**src/hw/rtl/mbsp_pkg.sv**
```systemverilog
// Package: shared types and constants for the MIDI byte stream parser.
package mbsp_pkg;

  // Clock pulses per beat; the pulse index wraps after this many clocks
  localparam int unsigned PulsesPerBeat = 24;
  localparam int unsigned PulseW        = 5;

  // Depth of the queue between decode and event output
  localparam int unsigned QueueDepth = 4;
  localparam int unsigned QueuePtrW  = $clog2(QueueDepth);
  localparam int unsigned QueueCntW  = $clog2(QueueDepth + 1);

  // Real-time and system bytes
  localparam logic [7:0] ByteClock    = 8'hF8;
  localparam logic [7:0] ByteStart    = 8'hFA;
  localparam logic [7:0] ByteStop     = 8'hFC;
  localparam logic [7:0] ByteSysExBeg = 8'hF0;
  localparam logic [7:0] ByteSysExEnd = 8'hF7;

  // Status high nibbles
  localparam logic [3:0] NibNoteOff  = 4'h8;
  localparam logic [3:0] NibNoteOn   = 4'h9;
  localparam logic [3:0] NibPolyAt   = 4'hA;
  localparam logic [3:0] NibCtrl     = 4'hB;
  localparam logic [3:0] NibProgram  = 4'hC;
  localparam logic [3:0] NibChanPres = 4'hD;
  localparam logic [3:0] NibSystem   = 4'hF;

  // Parse phase codes
  localparam logic [1:0] PhaseIdle  = 2'd0;
  localparam logic [1:0] PhaseData1 = 2'd1;
  localparam logic [1:0] PhaseData2 = 2'd2;

  typedef enum logic [2:0] {
    EvNoteOff  = 3'd0,
    EvNoteOn   = 3'd1,
    EvPolyAt   = 3'd2,
    EvCtrl     = 3'd3,
    EvProgram  = 3'd4,
    EvStart    = 3'd5,
    EvStop     = 3'd6,
    EvClock    = 3'd7
  } event_kind_e;

  // One decoded event as it travels through the queue
  typedef struct packed {
    event_kind_e kind;
    logic [3:0]  channel;
    logic [6:0]  first_data;
    logic [6:0]  second_data;
  } cmd_t;

endpackage

```
**src/hw/rtl/mbsp_front.sv**
```systemverilog
// Front end: accepts bytes, tracks running status and decodes events.
module mbsp_front import mbsp_pkg::*; (
  input  logic       clk_i,
  input  logic       rst_ni,
  input  logic       accept_i,
  input  logic [7:0] rx_byte_i,
  output logic       push_o,
  output cmd_t       cmd_o
);

  logic [7:0]        status_q, status_d;
  logic [1:0]        phase_q, phase_d;
  logic [6:0]        held_q, held_d;
  logic              excl_q, excl_d;
  logic [PulseW-1:0] pulse_q, pulse_d;
  logic              has_event;
  logic [3:0]        hi_nib;
  logic [PulseW-1:0] pulse_next;

  assign hi_nib = status_q[7:4];

  // Wrap the pulse index at the end of a beat
  assign pulse_next = (pulse_q == PulseW'(PulsesPerBeat - 1)) ? '0 : pulse_q + 1'b1;

  // Decode one byte into state updates and at most one queue entry
  always_comb begin
    status_d  = status_q;
    phase_d   = phase_q;
    held_d    = held_q;
    excl_d    = excl_q;
    pulse_d   = pulse_q;
    has_event = 1'b0;
    cmd_o.kind        = EvClock;
    cmd_o.channel     = status_q[3:0];
    cmd_o.first_data  = held_q;
    cmd_o.second_data = rx_byte_i[6:0];

    if (rx_byte_i[7:3] == 5'b11111) begin
      // Real-time bytes never touch running status
      cmd_o.channel     = '0;
      cmd_o.second_data = '0;
      cmd_o.first_data  = '0;
      unique case (rx_byte_i)
        ByteClock: begin
          pulse_d          = pulse_next;
          has_event        = 1'b1;
          cmd_o.kind       = EvClock;
          cmd_o.first_data = 7'(pulse_next);
        end
        ByteStart: begin
          pulse_d    = '0;
          has_event  = 1'b1;
          cmd_o.kind = EvStart;
        end
        ByteStop: begin
          has_event  = 1'b1;
          cmd_o.kind = EvStop;
        end
        default: ;
      endcase
    end else if (rx_byte_i == ByteSysExBeg) begin
      excl_d = 1'b1;
    end else if (rx_byte_i == ByteSysExEnd) begin
      excl_d   = 1'b0;
      status_d = '0;
      phase_d  = PhaseIdle;
    end else if (excl_q) begin
      // Drop bytes inside system exclusive
    end else if (rx_byte_i[7:4] == NibSystem) begin
      status_d = '0;
      phase_d  = PhaseIdle;
    end else if (rx_byte_i[7]) begin
      status_d = rx_byte_i;
      phase_d  = PhaseData1;
    end else if (phase_q == PhaseIdle) begin
      // Drop data without a status
    end else if (phase_q != PhaseData2) begin
      held_d = rx_byte_i[6:0];
      if (hi_nib == NibProgram) begin
        phase_d           = PhaseData1;
        has_event         = 1'b1;
        cmd_o.kind        = EvProgram;
        cmd_o.first_data  = rx_byte_i[6:0];
        cmd_o.second_data = '0;
      end else if (hi_nib == NibChanPres) begin
        phase_d = PhaseData1;
      end else begin
        phase_d = PhaseData2;
      end
    end else begin
      phase_d = PhaseData1;
      case (hi_nib)
        NibNoteOn: begin
          has_event  = 1'b1;
          cmd_o.kind = (rx_byte_i[6:0] == 7'd0) ? EvNoteOff : EvNoteOn;
        end
        NibNoteOff: begin
          has_event  = 1'b1;
          cmd_o.kind = EvNoteOff;
        end
        NibPolyAt: begin
          has_event  = 1'b1;
          cmd_o.kind = EvPolyAt;
        end
        NibCtrl: begin
          has_event  = 1'b1;
          cmd_o.kind = EvCtrl;
        end
        default: ;
      endcase
    end
  end

  assign push_o = accept_i && has_event;

  // Advance parser state on each accepted beat
  always_ff @(posedge clk_i or negedge rst_ni) begin
    if (!rst_ni) begin
      status_q <= '0;
      phase_q  <= PhaseIdle;
      held_q   <= '0;
      excl_q   <= 1'b0;
      pulse_q  <= '0;
    end else if (accept_i) begin
      status_q <= status_d;
      phase_q  <= phase_d;
      held_q   <= held_d;
      excl_q   <= excl_d;
      pulse_q  <= pulse_d;
    end
  end

endmodule

```
**src/hw/rtl/mbsp_queue.sv**
```systemverilog
// Queue: short FIFO of decoded events between front end and output stage.
module mbsp_queue import mbsp_pkg::*; (
  input  logic clk_i,
  input  logic rst_ni,
  input  logic push_i,
  input  cmd_t push_data_i,
  output logic full_o,
  input  logic pop_i,
  output logic valid_o,
  output cmd_t pop_data_o
);

  cmd_t                 mem_q [QueueDepth];
  logic [QueuePtrW-1:0] wr_ptr_q, rd_ptr_q;
  logic [QueueCntW-1:0] count_q;

  assign full_o     = (count_q == QueueCntW'(QueueDepth));
  assign valid_o    = (count_q != '0);
  assign pop_data_o = mem_q[rd_ptr_q];

  // Store pushed entries
  always_ff @(posedge clk_i) begin
    if (push_i) begin
      mem_q[wr_ptr_q] <= push_data_i;
    end
  end

  // Advance pointers and fill count
  always_ff @(posedge clk_i or negedge rst_ni) begin
    if (!rst_ni) begin
      wr_ptr_q <= '0;
      rd_ptr_q <= '0;
      count_q  <= '0;
    end else begin
      if (push_i) begin
        wr_ptr_q <= (wr_ptr_q == QueuePtrW'(QueueDepth - 1)) ? '0 : wr_ptr_q + 1'b1;
      end
      if (pop_i) begin
        rd_ptr_q <= (rd_ptr_q == QueuePtrW'(QueueDepth - 1)) ? '0 : rd_ptr_q + 1'b1;
      end
      if (push_i && !pop_i) begin
        count_q <= count_q + 1'b1;
      end else if (pop_i && !push_i) begin
        count_q <= count_q - 1'b1;
      end
    end
  end

endmodule

```
**src/hw/rtl/mbsp_back.sv**
```systemverilog
// Back end: output register that delivers events, expanding start into start plus clock 0.
module mbsp_back import mbsp_pkg::*; (
  input  logic       clk_i,
  input  logic       rst_ni,
  input  logic       q_valid_i,
  input  cmd_t       q_data_i,
  output logic       q_pop_o,
  output logic       ev_valid_o,
  input  logic       ev_ready_i,
  output logic [2:0] event_kind_o,
  output logic [3:0] channel_o,
  output logic [6:0] first_data_o,
  output logic [6:0] second_data_o,
  output logic       last_of_run_o
);

  logic valid_q;
  logic follow_q;
  cmd_t out_q;
  logic last_q;
  logic out_free;

  assign out_free = !valid_q || ev_ready_i;
  assign q_pop_o  = out_free && !follow_q && q_valid_i;

  // Track output valid and the pending clock 0 after start
  always_ff @(posedge clk_i or negedge rst_ni) begin
    if (!rst_ni) begin
      valid_q  <= 1'b0;
      follow_q <= 1'b0;
    end else if (out_free) begin
      if (follow_q) begin
        valid_q  <= 1'b1;
        follow_q <= 1'b0;
      end else begin
        valid_q  <= q_valid_i;
        follow_q <= q_valid_i && (q_data_i.kind == EvStart);
      end
    end
  end

  // Load the output payload
  always_ff @(posedge clk_i) begin
    if (out_free) begin
      if (follow_q) begin
        out_q.kind        <= EvClock;
        out_q.channel     <= '0;
        out_q.first_data  <= '0;
        out_q.second_data <= '0;
        last_q            <= 1'b1;
      end else if (q_valid_i) begin
        out_q  <= q_data_i;
        last_q <= (q_data_i.kind != EvStart);
      end
    end
  end

  assign ev_valid_o    = valid_q;
  assign event_kind_o  = out_q.kind;
  assign channel_o     = out_q.channel;
  assign first_data_o  = out_q.first_data;
  assign second_data_o = out_q.second_data;
  assign last_of_run_o = last_q;

endmodule

```
**src/hw/rtl/midi_byte_stream_parser.sv**
```systemverilog
// Top level: MIDI byte stream parser with running status.
//
// One MIDI byte is accepted per cycle while the queue is not full and is
// decoded in that cycle. The events it causes go into a four-entry queue
// and leave through a registered output beat. Bytes that cause no event
// never occupy the queue. Single-event bytes sustain one byte per cycle
// while ev_ready stays high. A start byte yields two output beats (start,
// then clock 0 with last_of_run set), so a run of start bytes is slowed by
// the single output register, which gives both beats before it takes the
// next queue entry. Input ready drops only while the queue is full.
// Real-time bytes F8..FF are acted on anywhere, including inside system
// exclusive, and leave running status untouched.
module midi_byte_stream_parser import mbsp_pkg::*; (
  input  logic       clk_i,
  input  logic       rst_ni,
  input  logic       rx_valid_i,
  output logic       rx_ready_o,
  input  logic [7:0] rx_byte_i,
  output logic       ev_valid_o,
  input  logic       ev_ready_i,
  output logic [2:0] event_kind_o,
  output logic [3:0] channel_o,
  output logic [6:0] first_data_o,
  output logic [6:0] second_data_o,
  output logic       last_of_run_o
);

  logic accept;
  logic push;
  cmd_t push_cmd;
  logic q_full;
  logic q_valid;
  logic q_pop;
  cmd_t q_cmd;

  assign rx_ready_o = !q_full;
  assign accept     = rx_valid_i && rx_ready_o;

  // Decode bytes
  mbsp_front u_front (
    .clk_i     (clk_i),
    .rst_ni    (rst_ni),
    .accept_i  (accept),
    .rx_byte_i (rx_byte_i),
    .push_o    (push),
    .cmd_o     (push_cmd)
  );

  // Buffer decoded events
  mbsp_queue u_queue (
    .clk_i       (clk_i),
    .rst_ni      (rst_ni),
    .push_i      (push),
    .push_data_i (push_cmd),
    .full_o      (q_full),
    .pop_i       (q_pop),
    .valid_o     (q_valid),
    .pop_data_o  (q_cmd)
  );

  // Deliver event beats
  mbsp_back u_back (
    .clk_i         (clk_i),
    .rst_ni        (rst_ni),
    .q_valid_i     (q_valid),
    .q_data_i      (q_cmd),
    .q_pop_o       (q_pop),
    .ev_valid_o    (ev_valid_o),
    .ev_ready_i    (ev_ready_i),
    .event_kind_o  (event_kind_o),
    .channel_o     (channel_o),
    .first_data_o  (first_data_o),
    .second_data_o (second_data_o),
    .last_of_run_o (last_of_run_o)
  );

endmodule

```
**config.mk**
```make
export PLATFORM = sky130hd
export DESIGN_NAME = midi_byte_stream_parser
export DESIGN_NICKNAME = d
export VERILOG_FILES = /design/src/hw/rtl/mbsp_pkg.sv /design/src/hw/rtl/mbsp_front.sv /design/src/hw/rtl/mbsp_queue.sv /design/src/hw/rtl/mbsp_back.sv /design/src/hw/rtl/midi_byte_stream_parser.sv
export SDC_FILE = /design/constraint.sdc
export NUM_CORES = 1
export LEC_CHECK = 0
export BUFFER_PORTS_ARGS = -buffer_cell sky130_fd_sc_hd__clkbuf_2
export CAP_MARGIN = 20
export CORE_ASPECT_RATIO = 2
export CORE_UTILIZATION = 60
export CTS_CLUSTER_SIZE = 10
export DETAILED_ROUTE_END_ITERATION = 7
export PLACE_DENSITY = 0.84
export SKIP_LAST_GASP = 1
export SLEW_MARGIN = 30
export SYNTH_ARGS = -nofsm -noshare
export SYNTH_HDL_FRONTEND = slang
export SYNTH_SLANG_ARGS = --single-unit
```
**constraint.sdc**
```tcl
create_clock -name clk_i -period 2.92 [get_ports clk_i]
set_input_delay 0.292 -clock clk_i [delete_from_list [all_inputs] [get_ports clk_i]]
set_output_delay 0.292 -clock clk_i [all_outputs]
set_load 0.02 [all_outputs]
```
* After elaboration in Yosys (flattened, before gate mapping)
Memories as Yosys holds them, arrays and structs flattened.
Cells that the tools add are included.
** Cells by class
- Add/sub/neg operators :: 5
- Multiply operators :: 0
- Divide/modulo/power cells :: 0
- $lt $le $gt $ge :: 0
- Equal/unequal tests :: 22
- Shifts and indexed selects :: 0
- Multiplexer cells :: 60
- Bitwise gates (word level) :: 7
- Reductions and logical operators :: 29
** Operator list (count)
- two-way mux 14 bit :: 9
- equality test 8 bit (second input constant) :: 5
- two-way mux 8 bit :: 4
- two-way mux 3 bit :: 10
- equality test 4 bit (second input constant) :: 7
- two-way mux 2 bit :: 11
- two-way mux 21 bit :: 1
- two-way mux 1 bit :: 19
- case mux 3 bit (4 select lines) :: 1
- equality test 5 bit (second input constant) :: 2
- two-way mux 5 bit :: 2
- case mux 5 bit (2 select lines) :: 1
- AND reduction 5 bit :: 2
- AND reduction 9 bit :: 1
- nonzero test 2 bit :: 4
- logical AND 1 bit :: 7
- zero test 7 bit :: 1
- NOT 1 bit :: 7
- equality test 3 bit (second input constant) :: 2
- AND reduction 3 bit :: 2
- nonzero test 3 bit :: 2
- adder 5 x 1 -> 5 bit (second input constant) :: 1
- zero test 1 bit :: 5
- adder 2 x 1 -> 2 bit (second input constant) :: 2
- other kinds (13) :: 15
** Storage, ports and cells
- Flip-flop bits (word level) :: 54
- Latch bits :: 0
- Bits in writable memories :: 84
- Memory bits (read-only) :: 0
- Input port bits :: 12
- Output and inout port bits :: 24
- Word-level logic and storage cells :: 139
- Memories :: 1
** Memory list
- u_queue.mem_q :: depth 4, bits a word 21, rd ports 1, clocked after memory_dff 0, wr ports 1, RTL line mbsp_queue.sv:13 : cmd_t mem_q [QueueDepth];

* Longest topological paths before layout
- Depth after elaboration :: 16
- Gate-level depth with buffers :: 10
- Mapped depth without buffers :: 9

* Hierarchy
A second synthesis with hierarchy kept.
** Second synthesis, totals
- Cell total of the unflattened synthesis :: 361
- Area total of the unflattened synthesis :: 5924.4 um^2
** Modules (own cells, without submodules)
- mbsp_queue :: times used 1, cells an instance 147, area an instance 3480.8 um^2, sequential area each 2697.6 um^2
- mbsp_front :: times used 1, cells an instance 156, area an instance 1495.2 um^2, sequential area each 575.6 um^2
- mbsp_back :: times used 1, cells an instance 56, area an instance 938.4 um^2, sequential area each 710.7 um^2
- midi_byte_stream_parser :: times used 1, cells an instance 2, area an instance 10.0 um^2, sequential area each 0.0 um^2

* Worst setup path before layout
OpenSTA, ideal clock, no wires.
- Kind :: register to register
- From :: register u_queue.count_q[2]
- To :: register u_queue.count_q[2]
- Library setup time :: 79 ps
- Arrival :: 2400 ps
- Required time :: 2841 ps
- Setup slack :: 441 ps
- Stages on the path, launching flop included :: 10
- Path buffers :: 0
- Clock period less this slack :: 2479 ps
- Cell sequence :: dfrtp_1 or3b_1 nand2_1 a311oi_2 ha_1 inv_1 fa_1 xor2_1 nor2_1 xor2_1
** Between the ends
- Cells in the longest elaborated chain, start to end :: 7
- Elaborated cells between the ends (all ways) :: 15
- Those cells by class :: add/sub (2); eq/ne (1); mux (2); reduce/logical (10)
** Ends and longest elaborated chain
- start: declaration :: RTL line mbsp_queue.sv:15 : logic [QueueCntW-1:0] count_q;
- start signal: assignment :: RTL line mbsp_queue.sv:42 : count_q <= count_q + 1'b1;
- start signal: assignment :: RTL line mbsp_queue.sv:44 : count_q <= count_q - 1'b1;
- equality test 3 bit * :: RTL line mbsp_queue.sv:17 : assign full_o = (count_q == QueueCntW'(QueueDepth));
- zero test 1 bit * :: RTL line midi_byte_stream_parser.sv:36 : assign rx_ready_o = !q_full;
- named net rx_ready_o :: RTL line midi_byte_stream_parser.sv:17 : output logic rx_ready_o,
- logical AND 1 bit * :: RTL line midi_byte_stream_parser.sv:37 : assign accept = rx_valid_i && rx_ready_o;
- logical AND 1 bit * :: RTL line mbsp_front.sv:114 : assign push_o = accept_i && has_event;
- named net push :: RTL line midi_byte_stream_parser.sv:29 : logic push;
- zero test 1 bit :: RTL line mbsp_queue.sv:43 : end else if (pop_i && !push_i) begin
- logical AND 1 bit :: RTL line mbsp_queue.sv:43
- nonzero test 2 bit (no source line)
Mark *: on every way through the listed nets, which the timed path passes. The rest lies on a longest branch. The select of a mux whose other input is x is not followed.
A chain may end at the register's enable or synchronous reset.

* Worst setup path after layout
- From :: register u_front.phase_q[0]
- To :: register u_queue.count_q[2]
** Between the ends
- Cells in the longest elaborated chain, start to end :: 13
- Elaborated cells between the ends (all ways) :: 16
- Those cells by class :: eq/ne (1); mux (9); reduce/logical (6)
** Ends and longest elaborated chain
- start: declaration :: RTL line mbsp_front.sv:12 : logic [1:0] phase_q, phase_d;
- start signal: assignment :: RTL line mbsp_front.sv:120 : phase_q <= PhaseIdle;
- start signal: assignment :: RTL line mbsp_front.sv:126 : phase_q <= phase_d;
- != test 2 bit :: RTL line mbsp_front.sv:77 : end else if (phase_q != PhaseData2) begin
- two-way mux 1 bit :: RTL line mbsp_front.sv:77
- two-way mux 1 bit * :: RTL line mbsp_front.sv:75 : end else if (phase_q == PhaseIdle) begin
- two-way mux 1 bit * :: RTL line mbsp_front.sv:72 : end else if (rx_byte_i[7]) begin
- two-way mux 1 bit * :: RTL line mbsp_front.sv:69 : end else if (rx_byte_i[7:4] == NibSystem) begin
- two-way mux 1 bit * :: RTL line mbsp_front.sv:67 : end else if (excl_q) begin
- two-way mux 1 bit * :: RTL line mbsp_front.sv:63 : end else if (rx_byte_i == ByteSysExEnd) begin
- two-way mux 1 bit * :: RTL line mbsp_front.sv:61 : end else if (rx_byte_i == ByteSysExBeg) begin
- two-way mux 1 bit * :: RTL line mbsp_front.sv:38 : if (rx_byte_i[7:3] == 5'b11111) begin
- logical AND 1 bit * :: RTL line mbsp_front.sv:114
- named net push :: RTL line midi_byte_stream_parser.sv:29
- zero test 1 bit :: RTL line mbsp_queue.sv:43
- logical AND 1 bit :: RTL line mbsp_queue.sv:43
- nonzero test 2 bit (no source line)
Mark *: on every way through the listed nets, which the timed path passes. The rest lies on a longest branch.

==> results.md <==
- Netlist Area Pre-Place: 5837 sq um
- Hpwl dp: a little under 7000 microns
- Total Wirelength: ~11000 microns
- Synth cell types: 54
- Seq pwr share: 0.415
- Asr flop ratio synth: 0.2319
- Die width: 71.74 microns
- Diodes inserted: 0
- Routed wire length per instance: 20.10 microns
- Worst relative slew slack: 0.4521
- Cell Chain, Critical Path: nor2b_1, nand4_1, a311oi_2, ha_1, inv_1, fa_1, xor2_1, nor2_1, xor2_1
- Vias in the first global route: 3484
- NumNets Final: 428
- Share of layout cells above drive strength 1: 0.2850
- Post-CTS Resized: 0
- DRC: 0
- RSZ-0062 raised after global routing: false
- CP Max Fanout: 5
- Post-route ant nets: 0
- Ys Warns: 0
- Max Root-Sink Buffers: 2
- Synth top area share: 0.5453
- Fmax: 0.3967 GHz
- Seq cells post-synth: 138
- Largest net degree at the start of global routing: 33
- Final period util: 0.8633
- Status: complete, no violations
- Final Max Slew Viols: 0
- Synth area leader: edfxtp_1
- Max-cap violation count: 0
- Postcts setup bufs: 0
- Delay-heaviest family, CP: adder cells
- Final-report hold violation count: 0
- Post-route cell area: ~6800 sq um
- Worst skew pair latency: a little over 0.4 ns
- Most frequent CP cell: xor2_1
- Pwr Density: 1004 nW/um^2
- DR pass1 iterations: 4
- Synth area leaders: edfxtp_1 (55%), dfrtp_1 (14%), mux4_2 (8.1%), mux2i_1 (2.7%), mux2_2 (2.5%)
- Syn-to-layout area delta: 16.16%
- CTS tree: built
- Worst endpoint required time: 3.25 ns
- Worst-margin pin slew: ~0.82 ns
- Worst setup SP type: flop
- DR vias/cell: 6.179
- Vias: 3244
- Combinational Power Share: 0.260
- Initial core utilization: 0.6220
- Clk_skew: 0.007681 ns
- Initial DRC Count: 193
- WP buf/inv: 1
- Root Driver: clkbuf_16
- Period minus WS final: around 2.5 ns
- Syn avg cell area: 16.21 sq um
- Congestion Overflow GR: 0
- Setup TNS: 0 ns
- Worst min path class: input port to flop
- RD Place Congestion: 0.8696
- Post-DP Area: 6152 sq um
- Syn_nets: 380
- Rows: 50
- Commonest non-fill, non-tap cell in the layout: edfxtp_1
- CP max stage delay: around 0.42 ns
- Static leakage: 2.633 nW
- I/O pin total: 36
- First-pass GRT wire length: 17330 microns
- Most frequent cells in the layout: edfxtp_1 (106), clkbuf_2 (35), dfrtp_1 (32)
- Register area share after synthesis: 0.6825
- Worst VDD drop: roughly 0.7 mV
- Critical Setup Path Class: flop to flop
- Initial antenna violation count: 0
- Endpoint type of the worst setup path: flop
- Die area: 10150 sq um
- Clock sinks: 138
- Psw: 0.001944 W
- Internal power: 0.004867 W
- Mapped Cells: 360
- Cts bufs inserted: 17
- Post-synth top flop: edfxtp_1
- Slowest cell on the critical path: fa_1
- Final setup violation count: 0
- Port buffer count: 35
- H-tree Lvls: 4
- EDFF count, synth: 106
- GRT Resource Usage Total: 0.2374
- Hold_buf cts: 1
- Core area: 9384 sq um
- Arr. time, crit path: 2.85 ns
- Clock Pin Slew Worst Setup and Hold Paths: 0.06 ns
- Clk pwr share: 0.325
- Sw Ratio: 0.2854
- Chip height: 141.5 microns
## final cells by class
cell class / count / area (sq um)
sequential: 138 / 3984
fill: 577 / 2604
multi-input combinational: 191 / 1732
clock buffer: 19 / 442.9
timing repair buffer: 47 / 267.8
clock inverter: 13 / 175.2
tap: 104 / 130.1
inverter: 13 / 48.80
## cells by family (layout without fill, tap and decap cells)
kind of cell,after synthesis,in the layout,share of synthesized area
DFF,138,138,0.6825
and+or+nand+nor,100,100,0.1012
muxes,50,50,0.1335
buffers and inverters,31,92,0.02208
AOI/OAI and AO/OA,29,29,0.03623
adders and majority gates,8,8,0.01843
xor gates and xnor gates,4,4,0.006003
## worst paths after layout
kind,startpoint,end,slack (ns),cells past startpoint
worst max-delay path,u_front.phase_q[0],u_queue.count_q[2],0.40,9
worst min-delay path,rx_byte_i[4],u_front.status_q[4],0.19,3
worst max register to register,u_front.phase_q[0],u_queue.count_q[2],0.40,9
worst min register to register,u_front.held_q[1],u_front.held_q[1],0.51,1
max in group asynchronous,rst_ni,u_front.held_q[4],1.89,2
min in group asynchronous,rst_ni,u_queue.wr_ptr_q[0],0.50,2
## flip-flops by register name (all words and copies together), names as in the netlist
register,cells
u_queue.rd_ptr_q,2
u_front.pulse_q,5
u_queue.mem_q,84
u_back.last_of_run_o,1
u_front.excl_q,1
u_queue.count_q,3
u_back.ev_valid_o,1
u_front.phase_q,2
u_back.event_kind_o,3
u_front.held_q,7
u_back.first_data_o,7
u_back.follow_q,1
u_front.status_q,8
u_queue.wr_ptr_q,2
u_back.second_data_o,7
u_back.channel_o,4
## power by group through the flow
| stage | Clock, W | Sequential, W | Combinational [W] |
|---|---|---|---|
| floorplan | 0 | 0.00304 | 0.00111 |
| global placement | 0 | 0.00284 | 0.00171 |
| CTS | 0.00224 | 0.00283 | 0.00180 |
| detailed placement | 0 | 0.00286 | 0.00179 |
| finish | 0.00221 | 0.00283 | 0.00177 |
| global route | 0.00230 | 0.00287 | 0.00195 |
## tightest hold or removal path, cell delays in order
cell and delay [ns]:
clkbuf_2 0.13, nand2_1 0.07, mux2i_1 0.06
## stage by stage
stage	worst slack (ns)	hold WS, ns	util	instances	total power, W
after floorplan	0.4408	-0.003591	-	360	0.004147
after global placement	0.4794	0.4273	0.6551	492	0.004553
after detailed placement	0.3795	0.4348	0.6556	492	0.004649
after CTS	0.3785	0.1682	0.7225	525	0.006863
after global routing	0.1376	0.2190	0.7225	525	0.007118
final	0.3992	0.1880	0.7225	525	0.006811
## cells in the mapped netlist (2+ instances only)
| cell | instances |
|---|---|
| a21oi_1 | 7 |
| nor3_1 | 8 |
| nor2b_1 | 21 |
| nand4_1 | 2 |
| inv_1 | 13 |
| or2_2 | 3 |
| and2_1 | 4 |
| and3_1 | 6 |
| o21ai_0 | 6 |
| xor2_1 | 3 |
| ha_1 | 7 |
| nand2b_1 | 2 |
| o2bb2ai_1 | 2 |
| buf_4 | 2 |
| mux2i_1 | 16 |
| mux2_2 | 13 |
| mux4_2 | 21 |
| nand2_1 | 13 |
| nor3b_1 | 3 |
| clkbuf_1 | 11 |
| a32oi_1 | 2 |
| edfxtp_1 | 106 |
| o41ai_1 | 2 |
| nand3_1 | 5 |
| dfrtp_1 | 32 |
| nand4b_1 | 2 |
| nor2_1 | 13 |
| or3_1 | 5 |
| nor4_1 | 2 |
| buf_2 | 4 |
## layer usage
layer,share of wire,up-vias,global-route usage
met5,0,-,0
met4,0.025,0,0.1486
met3,0.034,23,0.05327
met2,0.55,96,0.4042
met1,0.39,1652,0.2653
li1,-,1473,-
Note: power is estimated with default switching activity, not from simulation.
